$ cat config.mk
export PLATFORM = sky130hd
export DESIGN_NAME = encoder_button_menu_controller_top
export DESIGN_NICKNAME = d
export VERILOG_FILES = /design/src/hdl/ebm_pkg.sv /design/src/hdl/ebm_front.sv /design/src/hdl/ebm_queue.sv /design/src/hdl/ebm_back.sv /design/src/hdl/encoder_button_menu_controller_top.sv
export SDC_FILE = /design/constraint.sdc
export NUM_CORES = 1
export LEC_CHECK = 0
export BUFFER_PORTS_ARGS = -buffer_cell sky130_fd_sc_hd__buf_2
export CAP_MARGIN = 20
export CORE_ASPECT_RATIO = 0.8
export CORE_MARGIN = 4
export CORE_UTILIZATION = 55
export CTS_CLUSTER_DIAMETER = 200
export DETAILED_ROUTE_END_ITERATION = 12
export PLACE_DENSITY = 0.75
export SLEW_MARGIN = 20
export SYNTH_ARGS = -nofsm -noshare
export SYNTH_HDL_FRONTEND = slang
export SYNTH_HIERARCHICAL = 1
export SYNTH_SLANG_ARGS = --single-unit
$ cat constraint.sdc
create_clock -name clk_i -period 5.5 [get_ports clk_i]
set_clock_uncertainty 0.05 [all_clocks]
set_input_delay 0.55 -clock clk_i [delete_from_list [all_inputs] [get_ports clk_i]]
set_output_delay 0.55 -clock clk_i [all_outputs]
set_load 0.02 [all_outputs]
$ cat src/hdl/ebm_pkg.sv
// Shared types, constants and register indexes for the encoder button menu controller.
// No dependencies; every other file of the block imports this package.
package ebm_pkg;

  // Stream payload widths, padded to whole bytes.
  localparam int unsigned InDataW  = 40;
  localparam int unsigned OutDataW = 40;

  // Field widths.
  localparam int unsigned TimeW   = 32;
  localparam int unsigned GapW    = 16;
  localparam int unsigned TicksW  = 16;
  localparam int unsigned ValueW  = 5;
  localparam int unsigned StepW   = 4;
  localparam int unsigned AngleW  = 9;
  localparam int unsigned CursorW = 2;

  // Configuration port widths.
  localparam int unsigned CfgIdxW  = 3;
  localparam int unsigned CfgDataW = 16;

  // Default depth of the event queue between front and back.
  localparam int unsigned QueueDepthDefault = 2;

  // Reset values.
  localparam logic [GapW-1:0]    PressGapReset   = 16'd50;
  localparam logic [TicksW-1:0]  LongTicksReset  = 16'd500;
  localparam logic [ValueW-1:0]  ValueMinReset   = 5'd8;
  localparam logic [ValueW-1:0]  ValueMaxReset   = 5'd18;
  localparam logic [StepW-1:0]   AngleStepReset  = 4'd9;
  localparam logic [TicksW-1:0]  HoldCountReset  = 16'd100;

  // Cursor entries.
  localparam logic [CursorW-1:0] CursorAll   = 2'd1;
  localparam logic [CursorW-1:0] CursorLeft  = 2'd2;
  localparam logic [CursorW-1:0] CursorRight = 2'd3;

  // Configuration register indexes.
  typedef enum logic [CfgIdxW-1:0] {
    CFG_PRESS_GAP  = 3'd0,
    CFG_LONG_TICKS = 3'd1,
    CFG_VALUE_MIN  = 3'd2,
    CFG_VALUE_MAX  = 3'd3,
    CFG_ANGLE_STEP = 3'd4
  } ebm_cfg_idx_e;

  // Configuration register contents.
  typedef struct packed {
    logic [GapW-1:0]   press_gap_ms;
    logic [TicksW-1:0] long_press_ticks;
    logic [ValueW-1:0] value_min;
    logic [ValueW-1:0] value_max;
    logic [StepW-1:0]  angle_step;
  } ebm_cfg_t;

  // One classified tick as it travels from front to back.
  typedef struct packed {
    logic edge_seen;  // rising edge on the encoder clock line
    logic forward;    // data line differed from clock line on that edge
    logic btn_low;    // button pressed this tick
    logic gap_hit;    // low sample after a gap longer than press_gap_ms
  } ebm_event_t;

endpackage

$ cat src/hdl/ebm_front.sv
// Front part: accepts input transactions and classifies each tick into an event.
// Depends on ebm_pkg; feeds ebm_queue.
module ebm_front
  import ebm_pkg::*;
(
  input  logic               clk_i,
  input  logic               rst_ni,
  input  ebm_cfg_t           cfg_i,
  input  logic               in_valid_i,
  output logic               in_ready_o,
  input  logic [TimeW-1:0]   now_ms_i,
  input  logic               enc_a_i,
  input  logic               enc_b_i,
  input  logic               button_level_i,
  output logic               evt_valid_o,
  input  logic               evt_ready_i,
  output ebm_event_t         evt_o
);

  logic             last_clock_level_q, last_clock_level_d;
  logic [TimeW-1:0] last_low_time_q, last_low_time_d;
  logic [TimeW-1:0] gap;
  logic             accept;

  // The front keeps only the state that depends on the input stream alone.
  assign in_ready_o  = evt_ready_i;
  assign evt_valid_o = in_valid_i;
  assign accept      = in_valid_i & evt_ready_i;

  // Classification of the current tick.
  always_comb begin
    gap                = now_ms_i - last_low_time_q;
    evt_o.edge_seen    = enc_a_i & ~last_clock_level_q;
    evt_o.forward      = enc_b_i ^ enc_a_i;
    evt_o.btn_low      = ~button_level_i;
    evt_o.gap_hit      = gap > {{(TimeW-GapW){1'b0}}, cfg_i.press_gap_ms};
  end

  // History update on each accepted transaction.
  always_comb begin
    last_clock_level_d = last_clock_level_q;
    last_low_time_d    = last_low_time_q;
    if (accept) begin
      last_clock_level_d = enc_a_i;
      if (!button_level_i) begin
        last_low_time_d = now_ms_i;
      end
    end
  end

  always_ff @(posedge clk_i or negedge rst_ni) begin
    if (!rst_ni) begin
      last_clock_level_q <= 1'b0;
      last_low_time_q    <= '0;
    end else begin
      last_clock_level_q <= last_clock_level_d;
      last_low_time_q    <= last_low_time_d;
    end
  end

endmodule

$ cat src/hdl/ebm_queue.sv
// Short event queue between the front and the back, so each side stalls on its own.
// Depends on ebm_pkg for the event type.
module ebm_queue
  import ebm_pkg::*;
#(
  parameter int unsigned Depth = QueueDepthDefault
) (
  input  logic       clk_i,
  input  logic       rst_ni,
  input  logic       push_valid_i,
  output logic       push_ready_o,
  input  ebm_event_t push_data_i,
  output logic       pop_valid_o,
  input  logic       pop_ready_i,
  output ebm_event_t pop_data_o
);

  localparam int unsigned PtrW = $clog2(Depth);
  localparam int unsigned CntW = $clog2(Depth + 1);
  localparam logic [PtrW-1:0] LastPtr = PtrW'(Depth - 1);
  localparam logic [CntW-1:0] FullCnt = CntW'(Depth);

  ebm_event_t      mem_q [Depth];
  logic [PtrW-1:0] wr_ptr_q, wr_ptr_d;
  logic [PtrW-1:0] rd_ptr_q, rd_ptr_d;
  logic [CntW-1:0] count_q, count_d;
  logic            push, pop;

  assign push_ready_o = (count_q != FullCnt);
  assign pop_valid_o  = (count_q != '0);
  assign pop_data_o   = mem_q[rd_ptr_q];
  assign push         = push_valid_i & push_ready_o;
  assign pop          = pop_valid_o & pop_ready_i;

  // Pointer and fill count update.
  always_comb begin
    wr_ptr_d = wr_ptr_q;
    rd_ptr_d = rd_ptr_q;
    count_d  = count_q;
    if (push) begin
      wr_ptr_d = (wr_ptr_q == LastPtr) ? '0 : wr_ptr_q + 1'b1;
    end
    if (pop) begin
      rd_ptr_d = (rd_ptr_q == LastPtr) ? '0 : rd_ptr_q + 1'b1;
    end
    if (push && !pop) begin
      count_d = count_q + 1'b1;
    end else if (pop && !push) begin
      count_d = count_q - 1'b1;
    end
  end

  always_ff @(posedge clk_i or negedge rst_ni) begin
    if (!rst_ni) begin
      wr_ptr_q <= '0;
      rd_ptr_q <= '0;
      count_q  <= '0;
    end else begin
      wr_ptr_q <= wr_ptr_d;
      rd_ptr_q <= rd_ptr_d;
      count_q  <= count_d;
    end
  end

  // Storage needs no reset.
  always_ff @(posedge clk_i) begin
    if (push) begin
      mem_q[wr_ptr_q] <= push_data_i;
    end
  end

endmodule

$ cat src/hdl/ebm_back.sv
// Back part: applies events to the menu state and holds the result for the output stream.
// Depends on ebm_pkg; fed by ebm_queue.
module ebm_back
  import ebm_pkg::*;
(
  input  logic                clk_i,
  input  logic                rst_ni,
  input  ebm_cfg_t            cfg_i,
  input  logic                evt_valid_i,
  output logic                evt_ready_o,
  input  ebm_event_t          evt_i,
  output logic                out_valid_o,
  input  logic                out_ready_i,
  output logic [OutDataW-1:0] out_data_o
);

  logic [CursorW-1:0] cursor_q, cursor_d;
  logic               edit_q, edit_d;
  logic               lock_q, lock_d;
  logic [ValueW-1:0]  val_all_q, val_all_d;
  logic [ValueW-1:0]  val_left_q, val_left_d;
  logic [ValueW-1:0]  val_right_q, val_right_d;
  logic [TicksW-1:0]  hold_q, hold_d;
  logic               long_q, long_d;
  logic               armed_q, armed_d;
  logic               kind_q, kind_d;
  logic               rotated_q, rotated_d;
  logic               out_valid_q, out_valid_d;
  logic               step;
  logic [ValueW-1:0]  sel_val, new_val;
  logic               moved;
  logic [AngleW-1:0]  angle_all, angle_left, angle_right;
  logic               all_matches;

  // The result register is free when empty or being taken this cycle.
  assign evt_ready_o = ~out_valid_q | out_ready_i;
  assign step        = evt_valid_i & evt_ready_o;

  // Angle of one setting relative to the minimum.
  function automatic logic [AngleW-1:0] angle_of(input logic [ValueW-1:0] v,
                                                 input logic [ValueW-1:0] vmin,
                                                 input logic [StepW-1:0]  astep);
    logic [ValueW-1:0] diff;
    diff = v - vmin;
    if (v < vmin) begin
      angle_of = '0;
    end else begin
      angle_of = AngleW'(astep) * AngleW'(diff);
    end
  endfunction

  // Value step of the selected entry.
  always_comb begin
    case (cursor_q)
      CursorLeft:  sel_val = val_left_q;
      CursorRight: sel_val = val_right_q;
      default:     sel_val = val_all_q;
    endcase
    moved   = 1'b0;
    new_val = sel_val;
    if (evt_i.forward && (sel_val < cfg_i.value_max)) begin
      new_val = sel_val + 1'b1;
      moved   = 1'b1;
    end else if (!evt_i.forward && (sel_val > cfg_i.value_min)) begin
      new_val = sel_val - 1'b1;
      moved   = 1'b1;
    end
  end

  // State update for one event: rotation first, then the button.
  always_comb begin
    cursor_d    = cursor_q;
    edit_d      = edit_q;
    lock_d      = lock_q;
    val_all_d   = val_all_q;
    val_left_d  = val_left_q;
    val_right_d = val_right_q;
    hold_d      = hold_q;
    long_d      = long_q;
    armed_d     = armed_q;
    kind_d      = kind_q;
    rotated_d   = rotated_q;
    out_valid_d = out_valid_q & ~out_ready_i;
    if (step) begin
      out_valid_d = 1'b1;
      rotated_d   = evt_i.edge_seen;
      if (evt_i.edge_seen) begin
        if (!lock_q) begin
          if (!edit_q) begin
            if (evt_i.forward) begin
              cursor_d = (cursor_q == CursorRight) ? CursorAll : cursor_q + 1'b1;
            end else begin
              cursor_d = (cursor_q == CursorAll || cursor_q == 2'd0) ? CursorRight
                                                                     : cursor_q - 1'b1;
            end
          end else if (moved) begin
            case (cursor_q)
              CursorLeft:  val_left_d  = new_val;
              CursorRight: val_right_d = new_val;
              default: begin
                val_all_d   = new_val;
                val_left_d  = new_val;
                val_right_d = new_val;
              end
            endcase
          end
        end
        // Entry "all" follows left when both sides agree.
        if (val_left_d == val_right_d) begin
          val_all_d = val_left_d;
        end
      end
      if (evt_i.btn_low) begin
        if (evt_i.gap_hit) begin
          hold_d  = cfg_i.long_press_ticks;
          long_d  = 1'b0;
          armed_d = 1'b1;
        end else if (hold_q != '0) begin
          hold_d = hold_q - 1'b1;
        end else begin
          long_d = 1'b1;
        end
      end else if (armed_q) begin
        if (long_q) begin
          armed_d = 1'b0;
          kind_d  = 1'b1;
          lock_d  = ~lock_q;
        end else if (!lock_q) begin
          armed_d = 1'b0;
          kind_d  = 1'b0;
          edit_d  = ~edit_q;
        end
      end
    end
  end

  always_ff @(posedge clk_i or negedge rst_ni) begin
    if (!rst_ni) begin
      cursor_q    <= CursorAll;
      edit_q      <= 1'b0;
      lock_q      <= 1'b0;
      val_all_q   <= ValueMinReset;
      val_left_q  <= ValueMinReset;
      val_right_q <= ValueMinReset;
      hold_q      <= HoldCountReset;
      long_q      <= 1'b0;
      armed_q     <= 1'b0;
      kind_q      <= 1'b0;
      rotated_q   <= 1'b0;
      out_valid_q <= 1'b0;
    end else begin
      cursor_q    <= cursor_d;
      edit_q      <= edit_d;
      lock_q      <= lock_d;
      val_all_q   <= val_all_d;
      val_left_q  <= val_left_d;
      val_right_q <= val_right_d;
      hold_q      <= hold_d;
      long_q      <= long_d;
      armed_q     <= armed_d;
      kind_q      <= kind_d;
      rotated_q   <= rotated_d;
      out_valid_q <= out_valid_d;
    end
  end

  // Result fields come from the state and cfg_i; the state only changes with a new result.
  always_comb begin
    angle_all   = angle_of(val_all_q, cfg_i.value_min, cfg_i.angle_step);
    angle_left  = angle_of(val_left_q, cfg_i.value_min, cfg_i.angle_step);
    angle_right = angle_of(val_right_q, cfg_i.value_min, cfg_i.angle_step);
    all_matches = (val_left_q == val_all_q) && (val_right_q == val_all_q);
  end

  assign out_valid_o = out_valid_q;
  assign out_data_o  = {6'd0, rotated_q, kind_q, all_matches, angle_right, angle_left,
                        angle_all, lock_q, edit_q, cursor_q};

endmodule

$ cat src/hdl/encoder_button_menu_controller_top.sv
// Top level of the encoder button menu controller: configuration registers,
// front classifier, event queue and back state machine. Depends on ebm_pkg.
//
// Usage: each input transaction on the s_axis channel is one loop tick carrying
// the timestamp, the encoder A/B levels and the button level. Each tick yields
// exactly one result transaction on the m_axis channel with the cursor, mode
// flags, the three angles, the match flag, the last press kind and a rotation flag.
// A result passes through the event queue and the back's result register before it is
// offered. Throughput: one tick per cycle while the receiver keeps up; the back applies
// one event per cycle through a single update step, and the front classifies one tick
// per cycle. The event queue (QueueDepth entries) lets the input side keep going while
// a result waits; when the receiver stalls, the queue fills and s_axis_tready drops.
// Reset clears the menu state to cursor "all", editing and lock off, all settings
// at 8, and loads the register defaults (gap 50 ms, long press 500 ticks, min 8,
// max 18, step 9). The configuration channel is always ready; the user must write it
// only while no tick is in flight, as the block itself does not enforce this.
module encoder_button_menu_controller_top
  import ebm_pkg::*;
#(
  parameter int unsigned QueueDepth = QueueDepthDefault
) (
  input  logic                clk_i,
  input  logic                rst_ni,
  // Input stream
  input  logic                s_axis_tvalid,
  output logic                s_axis_tready,
  // tdata: now_ms[31:0], enc_a[32], enc_b[33], button_level[34], zeros[39:35]
  input  logic [InDataW-1:0]  s_axis_tdata,
  // Output stream
  output logic                m_axis_tvalid,
  input  logic                m_axis_tready,
  // tdata: cursor[1:0], editing[2], locked[3], angle_all[12:4], angle_left[21:13],
  // angle_right[30:22], all_matches[31], last_press_long[32], rotated[33], zeros[39:34]
  output logic [OutDataW-1:0] m_axis_tdata,
  // Configuration write channel
  input  logic                cfg_valid_i,
  output logic                cfg_ready_o,
  input  logic [CfgIdxW-1:0]  cfg_index_i,
  input  logic [CfgDataW-1:0] cfg_data_i
);

  ebm_cfg_t   cfg_q, cfg_d;
  ebm_event_t front_evt, queue_evt;
  logic       front_valid, front_ready;
  logic       queue_valid, queue_ready;

  // Configuration register writes.
  assign cfg_ready_o = 1'b1;

  always_comb begin
    cfg_d = cfg_q;
    if (cfg_valid_i) begin
      case (ebm_cfg_idx_e'(cfg_index_i))
        CFG_PRESS_GAP:  cfg_d.press_gap_ms     = cfg_data_i[GapW-1:0];
        CFG_LONG_TICKS: cfg_d.long_press_ticks = cfg_data_i[TicksW-1:0];
        CFG_VALUE_MIN:  cfg_d.value_min        = cfg_data_i[ValueW-1:0];
        CFG_VALUE_MAX:  cfg_d.value_max        = cfg_data_i[ValueW-1:0];
        CFG_ANGLE_STEP: cfg_d.angle_step       = cfg_data_i[StepW-1:0];
        default:        cfg_d = cfg_q;
      endcase
    end
  end

  always_ff @(posedge clk_i or negedge rst_ni) begin
    if (!rst_ni) begin
      cfg_q.press_gap_ms     <= PressGapReset;
      cfg_q.long_press_ticks <= LongTicksReset;
      cfg_q.value_min        <= ValueMinReset;
      cfg_q.value_max        <= ValueMaxReset;
      cfg_q.angle_step       <= AngleStepReset;
    end else begin
      cfg_q <= cfg_d;
    end
  end

  // Front classifier.
  ebm_front u_front (
    .clk_i          (clk_i),
    .rst_ni         (rst_ni),
    .cfg_i          (cfg_q),
    .in_valid_i     (s_axis_tvalid),
    .in_ready_o     (s_axis_tready),
    .now_ms_i       (s_axis_tdata[TimeW-1:0]),
    .enc_a_i        (s_axis_tdata[TimeW]),
    .enc_b_i        (s_axis_tdata[TimeW+1]),
    .button_level_i (s_axis_tdata[TimeW+2]),
    .evt_valid_o    (front_valid),
    .evt_ready_i    (front_ready),
    .evt_o          (front_evt)
  );

  // Event queue.
  ebm_queue #(
    .Depth (QueueDepth)
  ) u_queue (
    .clk_i        (clk_i),
    .rst_ni       (rst_ni),
    .push_valid_i (front_valid),
    .push_ready_o (front_ready),
    .push_data_i  (front_evt),
    .pop_valid_o  (queue_valid),
    .pop_ready_i  (queue_ready),
    .pop_data_o   (queue_evt)
  );

  // Back state machine and result register.
  ebm_back u_back (
    .clk_i       (clk_i),
    .rst_ni      (rst_ni),
    .cfg_i       (cfg_q),
    .evt_valid_i (queue_valid),
    .evt_ready_o (queue_ready),
    .evt_i       (queue_evt),
    .out_valid_o (m_axis_tvalid),
    .out_ready_i (m_axis_tready),
    .out_data_o  (m_axis_tdata)
  );

endmodule

**Word-level counts from Yosys, hierarchy flattened**

Memories as Yosys holds them, arrays and structs flattened.
Index checks and enable logic that the tools add are counted.

- Bits in registers: 123
- Memory bits (writable): 8
- Output and inout port bits: 43
- Logic and storage cells: 154
- Memories kept: 1

- Add/subtract/negate cells: 13
- Multipliers: 3
- $lt $le $gt $ge: 6
- Eq/ne operators: 16
- Muxes and demuxes: 46
- Bitwise gates (word level): 14
- Reductions and logical operators: 33

Memory list:

| name | words | width | read ports | clocked after memory_dff | wr ports | line | text |
|---|---|---|---|---|---|---|---|
| u_queue.mem_q | 2 | 4 | 1 | 0 | 1 | ebm_queue.sv:23 | `ebm_event_t mem_q [Depth];` |

Operator list:

| operator | number |
|---|---|
| $mux W5 | 19 |
| $gt A32 B16 Y1 | 1 |
| $mux W16 | 2 |
| $sub A32 B32 Y32 | 1 |
| $mul A4 B5 Y9 | 3 |
| $mux W9 | 3 |
| $lt A5 B5 Y1 | 4 |
| $mux W1 | 16 |
| $reduce_and A2 Y1 | 8 |
| $reduce_bool A16 Y1 | 1 |
| $sub A16 B1 Y16 const B | 1 |
| $eq A5 B5 Y1 | 3 |
| $sub A5 B5 Y5 | 3 |
| $reduce_and A4 Y1 | 3 |
| $mux W2 | 5 |
| $ne A2 B2 Y1 const B | 5 |
| $pmux W5 S2 | 1 |
| $reduce_bool A2 Y1 | 5 |
| $not A1 Y1 | 8 |
| $eq A3 B2 Y1 const B | 2 |
| $reduce_and A3 Y1 | 2 |
| $reduce_and A6 Y1 | 1 |
| $add A5 B1 Y5 const B | 1 |
| $gt A5 B5 Y1 | 1 |
| other kinds (19) | 32 |

**Longest topological paths before layout**

Gate-level depths: netlist of the first run.

- Depth in word-level cells: 15
- Mapped depth: 19
- Gate-level depth less buffers: 19

**Modules after synthesis**

Netlist of the first run, hierarchy kept.

Modules (own cells, without submodules):

| module | times used | cells each | area each (um^2) | seq. area each (um^2) |
|---|---|---|---|---|
| ebm_back | 1 | 666 | 5,515.3 | 1,009.7 |
| ebm_front | 1 | 451 | 3,676.0 | 825.8 |
| encoder_button_menu_controller_top | 1 | 102 | 1,793.0 | 1,168.6 |
| ebm_queue | 1 | 30 | 496.7 | 340.3 |

**Least setup slack after synthesis of the first run**

Ideal clock, no wire load.

- Path type: reg-to-reg
- Start: register u_back.cursor_q[0]
- End: register u_back.val_all_q[0]
- Data arrival time: 4.489 ns
- Setup slack: 0.836 ns
- Cell stages (with the launch flop): 16
- Clock period less this slack: 4.664 ns
- Cells stage by stage: dfstp_2 > inv_1 > ha_1 > clkbuf_1 > nor2b_1 > a311oi_1 > a21oi_1 > ha_1 > a41oi_1 > a211oi_2 > o211a_4 > o21ai_0 > a211oi_1 > or4_4 > nor3_4 > mux2_4

- Word-level cells in the longest chain between the ends: 15

Ends and longest elaborated chain:

| what | line | text |
|---|---|---|
| from (decl) | ebm_back.sv:17 | `logic [CursorW-1:0] cursor_q, cursor_d;` |
| from (signal assigned) | ebm_back.sv:139 | `cursor_q <= CursorAll;` |
| from (signal assigned) | ebm_back.sv:152 | `cursor_q <= cursor_d;` |
| $eq A2 B2 Y1 | ebm_back.sv:54, ebm_back.sv:97 |  |
| $pmux W5 S2 | ebm_back.sv:54 | `case (cursor_q)` |
| $gt A5 B5 Y1 | ebm_back.sv:64 | `end else if (!evt_i.forward && (sel_val > cfg_i.value_min)) begin` |
| $logic_and A1 B1 Y1 | ebm_back.sv:64 |  |
| $mux W5 | ebm_back.sv:64 |  |
| $mux W5 | ebm_back.sv:61 | `if (evt_i.forward && (sel_val < cfg_i.value_max)) begin` |
| $mux W5 | ebm_back.sv:97 | `case (cursor_q)` |
| $mux W5 | ebm_back.sv:96 | `end else if (moved) begin` |
| $mux W5 | ebm_back.sv:89 | `if (!edit_q) begin` |
| $mux W5 | ebm_back.sv:88 | `if (!lock_q) begin` |
| $mux W5 | ebm_back.sv:87 | `if (evt_i.edge_seen) begin` |
| $mux W5 | ebm_back.sv:84 | `if (step) begin` |
| $eq A5 B5 Y1 | ebm_back.sv:109 | `if (val_left_d == val_right_d) begin` |
| $ne A2 B2 Y1 (no line) (tied with other cells) | - |  |
| $reduce_and A6 Y1 (no line) | - |  |
| to (signal assigned) | ebm_back.sv:142 | `val_all_q <= ValueMinReset;` |
| to (signal assigned) | ebm_back.sv:155 | `val_all_q <= val_all_d;` |
| to (decl) | ebm_back.sv:20 | `logic [ValueW-1:0] val_all_q, val_all_d;` |

Parallel ways exist; a longest one is shown, timed or not. The select of a mux whose other input is x is not followed.
A chain may end at the register's enable or synchronous reset.

**Worst setup path in the final report of the first run**

- Start: register cfg_q[10] (netlist bit)
- End: output m_axis_tdata[12]

- Word-level cells in the longest chain between the ends: 3

Ends and longest elaborated chain:

| what | line | text |
|---|---|---|
| from (decl) | encoder_button_menu_controller_top.sv:42 | `ebm_cfg_t cfg_q, cfg_d;` |
| from (signal assigned) | encoder_button_menu_controller_top.sv:72 | `cfg_q <= cfg_d;` |
| $sub A5 B5 Y5 | ebm_back.sv:44 | `diff = v - vmin;` |
| $mul A4 B5 Y9 | ebm_back.sv:48 | `angle_of = AngleW'(astep) * AngleW'(diff);` |
| $mux W9 * | ebm_back.sv:45 | `if (v < vmin) begin` |
| to (decl) | encoder_button_menu_controller_top.sv:34 | `output logic [OutDataW-1:0] m_axis_tdata,` |

Every way passes the cells marked *; elsewhere a longest branch is shown, timed or not.

==> results of run 1 <==
-- flip-flops by register name, summed over array words and instances, names as in the netlist --
signal	count
u_back/rotated_q	1
u_queue/count_q	2
u_queue/mem_q	8
u_queue/wr_ptr_q	1
u_back/out_valid_o	1
u_queue/rd_ptr_q	1
u_back/cursor_q	2
u_back/val_all_q	5
u_front/last_low_time_q	32
u_back/long_q	1
u_back/lock_q	1
u_back/val_left_q	5
u_back/kind_q	1
u_front/last_clock_level_q	1
u_back/armed_q	1
u_back/hold_q	16
u_back/edit_q	1
cfg_q	46
u_back/val_right_q	5
-- through the flow --
step / util, % / hold slack [ns] / instance area, sq um
after global routing: 63.57 / 0.3013 / 12810
after detailed placement: 59.95 / 0.4331 / 12080
after CTS: 63.05 / 0.3001 / 12700
after floorplan: - / 0.2044 / 11500
after global placement: 59.95 / 0.4208 / 12080
final: 63.57 / 0.3082 / 12810
-- cells by family (layout without fill, tap and decap cells) --
family | after synthesis | in the layout | share of synthesized area [%]
AND/OR/NAND/NOR | 366 | 366 | 16.78
AO/OA/AOI/OAI | 276 | 276 | 15.90
buffers and inverters | 170 | 258 | 6.353
adder cells (fa/ha/maj) | 138 | 138 | 16.48
flip-flops | 131 | 131 | 29.13
multiplexers | 100 | 100 | 10.02
XOR/XNOR | 66 | 66 | 5.275
other | 2 | 7 | 0.06541
-- Yosys cell counts (all sizes together) (3+ instances only) --
master | instances | area (sq um)
inv | 118 | 442.9
ha | 116 | 1451
dfrtp | 102 | 2552
a21oi | 94 | 489.2
mux2 | 94 | 1077
nand2 | 91 | 349.1
nor2 | 75 | 281.5
o21ai | 70 | 354.1
xnor2 | 40 | 350.3
nor2b | 38 | 237.7
nor3 | 33 | 176.4
clkbuf | 29 | 108.9
and2 | 27 | 170.2
xor2 | 24 | 210.2
buf | 23 | 177.7
fa | 22 | 440.4
a21o | 21 | 157.7
dfstp | 21 | 551.8
nand2b | 19 | 126.4
nand4 | 17 | 112.6
nand3 | 16 | 80.08
a211oi | 10 | 90.09
and3 | 10 | 67.56
o211ai | 10 | 80.07
or3 | 10 | 62.56
o21a | 9 | 67.56
edfxtp | 8 | 240.2
nor4 | 7 | 50.05
o2111ai | 7 | 61.31
o21bai | 7 | 52.55
a31oi | 6 | 37.54
mux2i | 6 | 72.57
a2111oi | 4 | 37.54
a211o | 4 | 35.03
nor3b | 4 | 30.03
o22ai | 4 | 25.02
o31a | 4 | 35.03
or2 | 4 | 27.53
a21boi | 3 | 26.27
a22oi | 3 | 36.28
nand4b | 3 | 26.28
or4 | 3 | 26.27
-- per-layer routing --
layer | GRT usage, % | share of wire (%) | vias to the layer above
met5 | 0 | 0 | -
met3 | 4.705 | 5.7 | 22
met4 | 4.515 | 1.0 | 0
met1 | 35.17 | 50 | 4492
met2 | 34.47 | 44 | 277
li1 | - | - | 4540
-- worst max-delay path: cells and delay by family (launching register included) --
| family | cells | cell delay, ns |
|---|---|---|
| XOR/XNOR | 2 | 0.37 |
| adder cells (fa/ha/maj) | 4 | 1.66 |
| AND/OR/NAND/NOR | 4 | 0.44 |
| flip-flops | 1 | 0.39 |
| AO/OA/AOI/OAI | 5 | 0.93 |
| buffers and inverters | 3 | 0.44 |
-- layout make-up --
class	instances	share of cell area, %
Multi-Input combinational cell	953	58.46
Sequential cell	131	26.12
Timing Repair Buffer	108	4.563
Clock buffer	19	3.537
Inverter	118	3.488
Tap cell	264	2.579
Clock inverter	13	1.260
-- power groups by stage --
stage,logic (mW),registers [mW],clock network (mW)
finish,6.25,1.68,1.19
global route,6.99,1.74,1.25
CTS,6.11,1.68,1.21
floorplan,4.87,1.57,0
global placement,5.88,1.67,0
detailed placement,6.04,1.69,0
-- what timing repair did --
action	4_1_cts	5_1_grt
resized for setup	0	9
hold endpoints to repair	21	0
setup endpoints to repair	0	5
setup buffers	0	6
hold buffers	1	0
-- how the worst max path moves through the flow --
stage / from / to / slack (ns)
6_report: cfg_q[10] / m_axis_tdata[12] / 0.23
5_1_grt: u_back/val_left_q[0] / m_axis_tdata[21] / -0.02
4_1_cts: u_back/val_right_q[0] / m_axis_tdata[30] / 0.13
3_5_place_dp: u_back/cursor_q[0] / u_back/val_all_q[2] / 0.53
3_3_place_gp: u_back/cursor_q[0] / u_back/val_all_q[2] / 0.63
2_1_floorplan: u_back/cursor_q[0] / u_back/val_all_q[0] / 0.84
==> impl_metrics.json, run 1 <==
{
  "p_seq_share_pct": 18.4,
  "rr_endpoint": "u_back/val_all_q[4]",
  "grt_max_degree": 71,
  "cts-root-buf": "clkbuf_16",
  "worstSkewPairLatency_ns": 0.43,
  "maxSlewHeadroom_pct": 41.75,
  "cts_max_level": 4,
  "die_x_microns": 169.5,
  "final_cell_mix": "116 x inv_1, 116 x ha_1, 102 x dfrtp_1, 93 x buf_2, 90 x nand2_1",
  "critical_path_required_ns": 4.90,
  "cp_max_fo": 7,
  "routedWlPerCell_microns": 16.39,
  "cts_buffers": 17,
  "syn_avg_cell_area_sq_um": 9.192,
  "p_leak_nw": 6.070,
  "drt_wl_total_microns": 26330,
  "start_util_pct": 56.99,
  "drtIter0Drc": 733,
  "cp-start-kind": "flop",
  "fin_crit_sh_pct": 95.75,
  "register_area_sq_um": 3344,
  "cap_viol_max_count": 0,
  "std_cell_rows": 46,
  "clk_pin_slew_worst_paths_ns": 0.06,
  "fin_ws_ns": 0.2340,
  "dieArea_sq_um": 23260,
  "synth-edff-count": 8,
  "port_buffers": 94,
  "multiInputGateArea_sq_um": 7486,
  "p_int_mw": 4.750,
  "total_power_mw": 9.122,
  "worstRegToRegCells": 17,
  "io_pins": 107,
  "cp_slowest_cell": "fa_1",
  "ys_ff_latch": 131,
  "r2r-start": "u_back/cursor_q[0]",
  "setup_viol": 0,
  "cts_tree": "done",
  "via_count": 9331,
  "n_antenna_cell": 0,
  "min_from": "cfg_data_i[7]",
  "status": "finished clean",
  "max_freq_mhz": 189.9,
  "clock-sinks": 131,
  "fill_cells": 1673,
  "r2r_slack_ns": 0.47,
  "min_to": "cfg_q[37]",
  "netSwitchingFraction_pct": 47.92,
  "crit_chain": "clkinvlp_4 -> ha_1 -> a21o_1 -> a21oi_1 -> xnor2_1 -> nand2_1 -> fa_1 -> inv_1 -> fa_1 -> ha_1 -> nor2b_1 -> o21ai_0 -> nand2b_1 -> a21o_1 -> a21oi_1 -> xor2_1 -> nor2_1 -> buf_2",
  "fin_crit_ns": 5.266,
  "antenna_found_initial": 0,
  "grt.total_usage_pct": 23.16,
  "holdPathStages": 2,
  "worstHoldPathType": "in -> reg",
  "dp_slack_ns": 0.5268,
  "yosys_warnings": 6,
  "finalNonFillerCells": 1606,
  "dp_hpwl_microns": 20020,
  "ant_nets": 0,
  "via_per_inst": 5.810,
  "post-route-drc-count": 0,
  "layout-drive-gt1-share_pct": 22.50,
  "grt_pass1_vias": 8847,
  "synth_top_flop_cell": "dfrtp_1",
  "grt_overflow": 0,
  "cts_buffer_depth": 2,
  "worstMarginPinSlew_ns": 0.8737,
  "pwr_density_cell_nw_per_um2": 712.3,
  "firstDrtPassIters": 6,
  "power.switching_mw": 4.371,
  "pwr-share-comb_pct": 68.5,
  "peakVddDrop_uv": 625.8,
  "slew_violations": 0,
  "yosysSeqAreaShare_pct": 29.13,
  "hold_viol": 0,
  "critPathKind": "reg -> out",
  "setup-tns-final_ns": 0,
  "area_growth_pct": 11.54,
  "synth_area_sq_um": 11480,
  "syn_inst": 1249,
  "grt_first_pass_wirelength_microns": 44140,
  "gp_congestion": 0.9246,
  "crit_arrival_ns": 4.67,
  "core_area_sq_um": 20140,
  "synth.distinct_cells": 88,
  "die_y_microns": 137.2,
  "synthArstFlopShare_pct": 93.89,
  "endpoint_kind": "output pin",
  "nets": 1531,
  "dp.cells": 1566,
  "critPathMaxStageDelay_ns": 0.50,
  "pwr-share-clk_pct": 13.0
}
No activity file was read; power rests on OpenSTA's default activity.
==> run 2, diff against run 1 <==
Settings changed: CTS_BUF_LIST set to sky130_fd_sc_hd__clkbuf_2 sky130_fd_sc_hd__clkbuf_4 sky130_fd_sc_hd__clkbuf_8.
==> run 2 against run 1 <==
Effect of this change: fmax barely moved; design area fell by 1.4%; worst hold slack got worse by 0.019 ns; largest cell class unchanged.
==> impl_metrics.json, run 2 (same netlist as run 1, synthesis figures left out) <==
{
  "clock-sinks": 131,
  "p_leak_nw": 5.989,
  "gp_congestion": 0.9246,
  "drt_wl_total_microns": 25950,
  "setup_viol": 0,
  "cp-start-kind": "flop",
  "slew_violations": 0,
  "core_area_sq_um": 20140,
  "largest_reg_flops": 46,
  "cts_max_level": 4,
  "nets": 1531,
  "fin_crit_ns": 5.268,
  "die_y_microns": 137.2,
  "fill_cells": 1705,
  "max_freq_mhz": 189.8,
  "endpoint_kind": "output pin",
  "drtIter0Drc": 682,
  "min_to": "cfg_q[37]",
  "grt_first_pass_wirelength_microns": 43430,
  "cap_viol_max_count": 0,
  "maxSlewHeadroom_pct": 42.70,
  "crit_arrival_ns": 4.67,
  "critical_path_required_ns": 4.90,
  "dp_hpwl_microns": 20020,
  "pwr_density_cell_nw_per_um2": 696.8,
  "timing.hold.ws_ns": 0.2890,
  "cts_tree": "done",
  "via_count": 9300,
  "via_per_inst": 5.791,
  "rr_endpoint": "u_back/val_all_q[4]",
  "antenna_found_initial": 0,
  "hold_viol": 0,
  "io_pins": 107,
  "dieArea_sq_um": 23260,
  "grt.total_usage_pct": 22.71,
  "grt_pass1_vias": 8734,
  "firstDrtPassIters": 7,
  "peakVddDrop_uv": 626.5,
  "start_util_pct": 56.99,
  "die_x_microns": 169.5,
  "worstHoldPathType": "in -> reg",
  "port_buffers": 94,
  "clk_pin_slew_worst_paths_ns": 0.09,
  "status": "finished clean",
  "cts_buffers": 17,
  "top_register": "cfg_q",
  "cts_buffer_depth": 2,
  "routedWlPerCell_microns": 16.16,
  "n_antenna_cell": 0,
  "critPathKind": "reg -> out",
  "total_power_mw": 8.798,
  "min_from": "cfg_data_i[7]",
  "worstMarginPinSlew_ns": 0.8595,
  "std_cell_rows": 46,
  "reg_top3": "cfg_q x46, u_front/last_low_time_q x32, u_back/hold_q x16",
  "cts-root-buf": "clkbuf_8",
  "ant_nets": 0,
  "final_cell_mix": "116 x ha_1, 115 x inv_1, 102 x dfrtp_1, 93 x buf_2, 90 x nand2_1",
  "r2r_slack_ns": 0.48,
  "post-route-drc-count": 0,
  "final_common_cell": "ha_1",
  "worstRegToRegCells": 17,
  "layout-drive-gt1-share_pct": 22.73,
  "r2r-start": "u_back/cursor_q[0]",
  "holdPathStages": 2,
  "cp_max_fo": 7,
  "grt_max_degree": 71,
  "fin_crit_sh_pct": 95.77,
  "worstSkewPairLatency_ns": 0.45,
  "area_growth_pct": 9.972,
  "grt_overflow": 0
}
==> run 2: changes by cell type in the layout (fill, tap and decap cells not counted) <==
cell,previous run,this run
inv_2,1,2
o21ai_0,62,61
clkbuf_16,17,0
a21oi_1,87,86
xnor2_2,2,3
o21ai_1,7,8
clkbuf_8,2,19
a21oi_2,7,8
xnor2_1,38,37
inv_1,116,115
==> run 2: metal layers <==
layer | share of wire [%] | up-vias | track usage (%)
li1 | - | 4538 | -
met1 | 49 | 4441 | 35.06
met2 | 43 | 302 | 33.87
met3 | 6.4 | 19 | 3.987
met4 | 0.95 | 0 | 3.889
met5 | 0 | - | 0
==> run 2: how the worst max path moves through the flow <==
stage                               start             endpoint  slack, ns
finish                          cfg_q[10]     m_axis_tdata[12]       0.23
global route                    cfg_q[10]     m_axis_tdata[21]      -0.03
CTS                 u_back/val_right_q[0]     m_axis_tdata[30]       0.08
detailed placement     u_back/cursor_q[0]  u_back/val_all_q[2]       0.53
global placement       u_back/cursor_q[0]  u_back/val_all_q[2]       0.63
floorplan              u_back/cursor_q[0]  u_back/val_all_q[0]       0.84
==> run 2: final cells by class <==
class                   count  area, sq um  area share (%)
clock buffers              19        261.5           2.071
well taps                 264        330.3           2.616
clock inverters            13        161.4           1.278
flip-flops and latches    131         3344           26.49
repair buffers            108        584.3           4.628
multi-input cells         953         7497           59.38
inverters                 118        446.7           3.538
==> run 2: repair_timing <==
item	in CTS	in global routing
hold endpoints to repair	21	0
setup buffers	0	6
hold buffers	1	0
setup endpoints to repair	0	5
resized for setup	0	13
==> run 2: stage by stage <==
stage | instance area, sq um | setup slack (ns) | instances | setup TNS (ns) | util (%)
floorplan | 11500 | 0.8363 | 1254 | 0 | -
finish | 12630 | 0.2325 | 1606 | 0 | 62.68
CTS | 12510 | 0.07962 | 1599 | 0 | 62.10
global route | 12630 | -0.03337 | 1606 | -0.04321 | 62.68
detailed placement | 12080 | 0.5268 | 1566 | 0 | 59.95
global placement | 12080 | 0.6296 | 1566 | 0 | 59.95
==> run 2: critical path, stage by stage, from the launching register on <==
cell        delay, ns
dfrtp_1          0.40
clkinvlp_4       0.21
ha_1             0.35
a21o_1           0.20
a21oi_2          0.22
xnor2_2          0.17
nand2_1          0.11
fa_1             0.50
inv_1            0.06
fa_1             0.48
ha_1             0.33
nor2b_1          0.15
o21ai_0          0.16
nand2b_1         0.13
a21o_1           0.21
a21oi_1          0.17
xor2_1           0.15
nor2_1           0.04
buf_2            0.18
==> run 2: power by group <==
part           internal, mW  switching (mW)
combinational          2.70            3.55
sequential             1.35           0.332
clock                 0.444           0.428
total                  4.49            4.31
==> run 3, diff against run 2 <==
Settings changed: CELL_PAD_IN_SITES_DETAIL_PLACEMENT set to 1, CELL_PAD_IN_SITES_GLOBAL_PLACEMENT set to 1, CORE_UTILIZATION 55 to 48, PLACE_DENSITY 0.75 to not set, PLACE_DENSITY_LB_ADDON set to 0.1.
==> run 3 against run 2 <==
Effect of this change: utilization decreased by 8.1 points; final cell count increased by 3.3%; worst hold slack improved by 0.0041 ns; routed wire length increased by 18%; sequential power about the same; clock power increased by 8.5%; largest power group unchanged; highest routed layer is now met5.
==> impl_metrics.json, run 3 (same netlist as run 1, synthesis figures left out) <==
{
  "layout-drive-gt1-share_pct": 23.53,
  "gp_congestion": 0.8916,
  "reg_top3": "cfg_q x46, u_front/last_low_time_q x32, u_back/hold_q x16",
  "grt_first_pass_wirelength_microns": 50740,
  "worstMarginPinSlew_ns": 0.8928,
  "area_growth_pct": 11.44,
  "cp_slowest_cell": "fa_1",
  "pwr_density_cell_nw_per_um2": 715.3,
  "fill_cells": 2763,
  "via_per_inst": 5.638,
  "final_common_cell": "ha_1",
  "final_cell_mix": "116 x ha_1, 115 x inv_1, 101 x dfrtp_1, 93 x buf_2, 90 x nand2_1",
  "maxSlewHeadroom_pct": 40.48,
  "crit_chain": "clkinvlp_4 -> ha_1 -> a21o_1 -> a21oi_2 -> xnor2_2 -> nand2_1 -> fa_1 -> inv_1 -> fa_1 -> ha_1 -> nor2b_1 -> o21ai_0 -> nand2b_1 -> a21o_1 -> a21oi_1 -> xor2_1 -> nor2_1 -> buf_2",
  "cp_max_fo": 7,
  "critPathMaxStageDelay_ns": 0.50,
  "cts_buffers": 17,
  "critPathKind": "reg -> out",
  "clock-sinks": 131,
  "final_core_util_pct": 54.54,
  "cts_max_level": 4,
  "via_count": 9353,
  "cp-start-kind": "flop",
  "cap_viol_max_count": 0,
  "start_util_pct": 48.94,
  "peakVddDrop_uv": 442.4,
  "largest_reg_flops": 46,
  "grt.total_usage_pct": 23.17,
  "slew_violations": 0,
  "clk_pin_slew_worst_paths_ns": 0.09,
  "port_buffers": 94,
  "holdPathStages": 2,
  "total_power_mw": 9.152,
  "register_area_sq_um": 3346,
  "cts_tree": "done",
  "min_to": "u_front/last_low_time_q[12]",
  "drtIter0Drc": 423,
  "setup_viol": 0,
  "dp_hpwl_microns": 23610,
  "top_register": "cfg_q",
  "antenna_found_initial": 1,
  "io_pins": 107,
  "cts_buffer_depth": 2,
  "fin_crit_ns": 5.276,
  "drt_wl_total_microns": 30640,
  "fin_crit_sh_pct": 95.93,
  "hold_viol": 0,
  "nets": 1536,
  "endpoint_kind": "output pin",
  "std_cell_rows": 50,
  "post-route-drc-count": 0,
  "min_from": "s_axis_tdata[12]",
  "die_y_microns": 146.3,
  "firstDrtPassIters": 4,
  "dieArea_sq_um": 26470,
  "cts-root-buf": "clkbuf_8",
  "crit_arrival_ns": 4.68,
  "status": "finished clean",
  "p_leak_nw": 6.033,
  "timing.hold.ws_ns": 0.2931,
  "n_antenna_cell": 0,
  "grt_overflow": 0,
  "dp_slack_ns": 0.4778,
  "ant_nets": 0,
  "routedWlPerCell_microns": 18.47,
  "worstRegToRegCells": 16,
  "r2r-start": "u_back/cursor_q[0]",
  "worstHoldPathType": "in -> reg",
  "fin_ws_ns": 0.2240,
  "grt_max_degree": 53,
  "rr_endpoint": "u_back/val_all_q[4]",
  "multiInputGateArea_sq_um": 7538,
  "r2r_slack_ns": 0.41,
  "grt_pass1_vias": 9673,
  "worstSkewPairLatency_ns": 0.46,
  "critical_path_required_ns": 4.90,
  "core_area_sq_um": 23460,
  "max_freq_mhz": 189.5,
  "die_x_microns": 180.9
}
run 3: layout make-up:
cell class                      count  share of cell area [%]
Multi-Input combinational cell    953                   58.92
Sequential cell                   131                   26.15
Timing Repair Buffer              113                   4.909
Inverter                          118                   3.491
Tap cell                          312                   3.051
Clock buffer                       18                   1.936
Clock inverter                     14                   1.545
run 3: report_power, final:
| group | switching [mW] | leakage [nW] | internal (mW) |
|---|---|---|---|
| combinational | 3.74 | 4.28 | 2.77 |
| clock | 0.434 | 0.225 | 0.513 |
| sequential | 0.343 | 1.52 | 1.35 |
| total | 4.52 | 6.03 | 4.63 |
run 3: worst max path at each step:
stage	from	to	slack, ns	depth (start not counted)
2_1_floorplan	u_back/cursor_q[0]	u_back/val_all_q[0]	0.84	15
3_3_place_gp	u_back/val_right_q[0]	m_axis_tdata[30]	0.61	18
3_5_place_dp	s_axis_tdata[0]	u_queue/mem_q[0][0]	0.48	18
4_1_cts	u_back/val_right_q[0]	m_axis_tdata[30]	0.03	18
5_1_grt	cfg_q[10]	m_axis_tdata[21]	-0.06	18
6_report	cfg_q[10]	m_axis_tdata[21]	0.22	18
run 3: per-stage QoR:
stage                     setup TNS (ns)  std cells  cell area, sq um
after floorplan                        0       1254             11500
after global placement                 0       1617             12160
after detailed placement               0       1617             12160
after CTS                              0       1650             12610
after global routing            -0.09545       1659             12790
final                                  0       1659             12790
run 3: what timing repair did:
| action | 4_1_cts | 5_1_grt |
|---|---|---|
| resized for setup | 0 | 23 |
| hold buffers | 1 | 0 |
| endpoints found under the setup margin | 0 | 5 |
| endpoints found under the hold margin | 5 | 0 |
| setup buffers | 0 | 7 |
run 3: metal layers:
layer | up-vias | GRT usage [%] | share of wire [%]
met5 | - | 0 | 0.042
met4 | 2 | 3.779 | 1.0
met3 | 23 | 3.910 | 4.3
met2 | 160 | 34.90 | 44
met1 | 4625 | 35.53 | 51
li1 | 4543 | - | -
run 3: critical path: cells and delay by family (launching register included):
family | cells | cell delay [ns]
simple gates | 4 | 0.44
compound gates | 5 | 0.88
xor+xnor | 2 | 0.34
buf+inv | 3 | 0.48
fa+ha+maj | 4 | 1.67
flops | 1 | 0.42
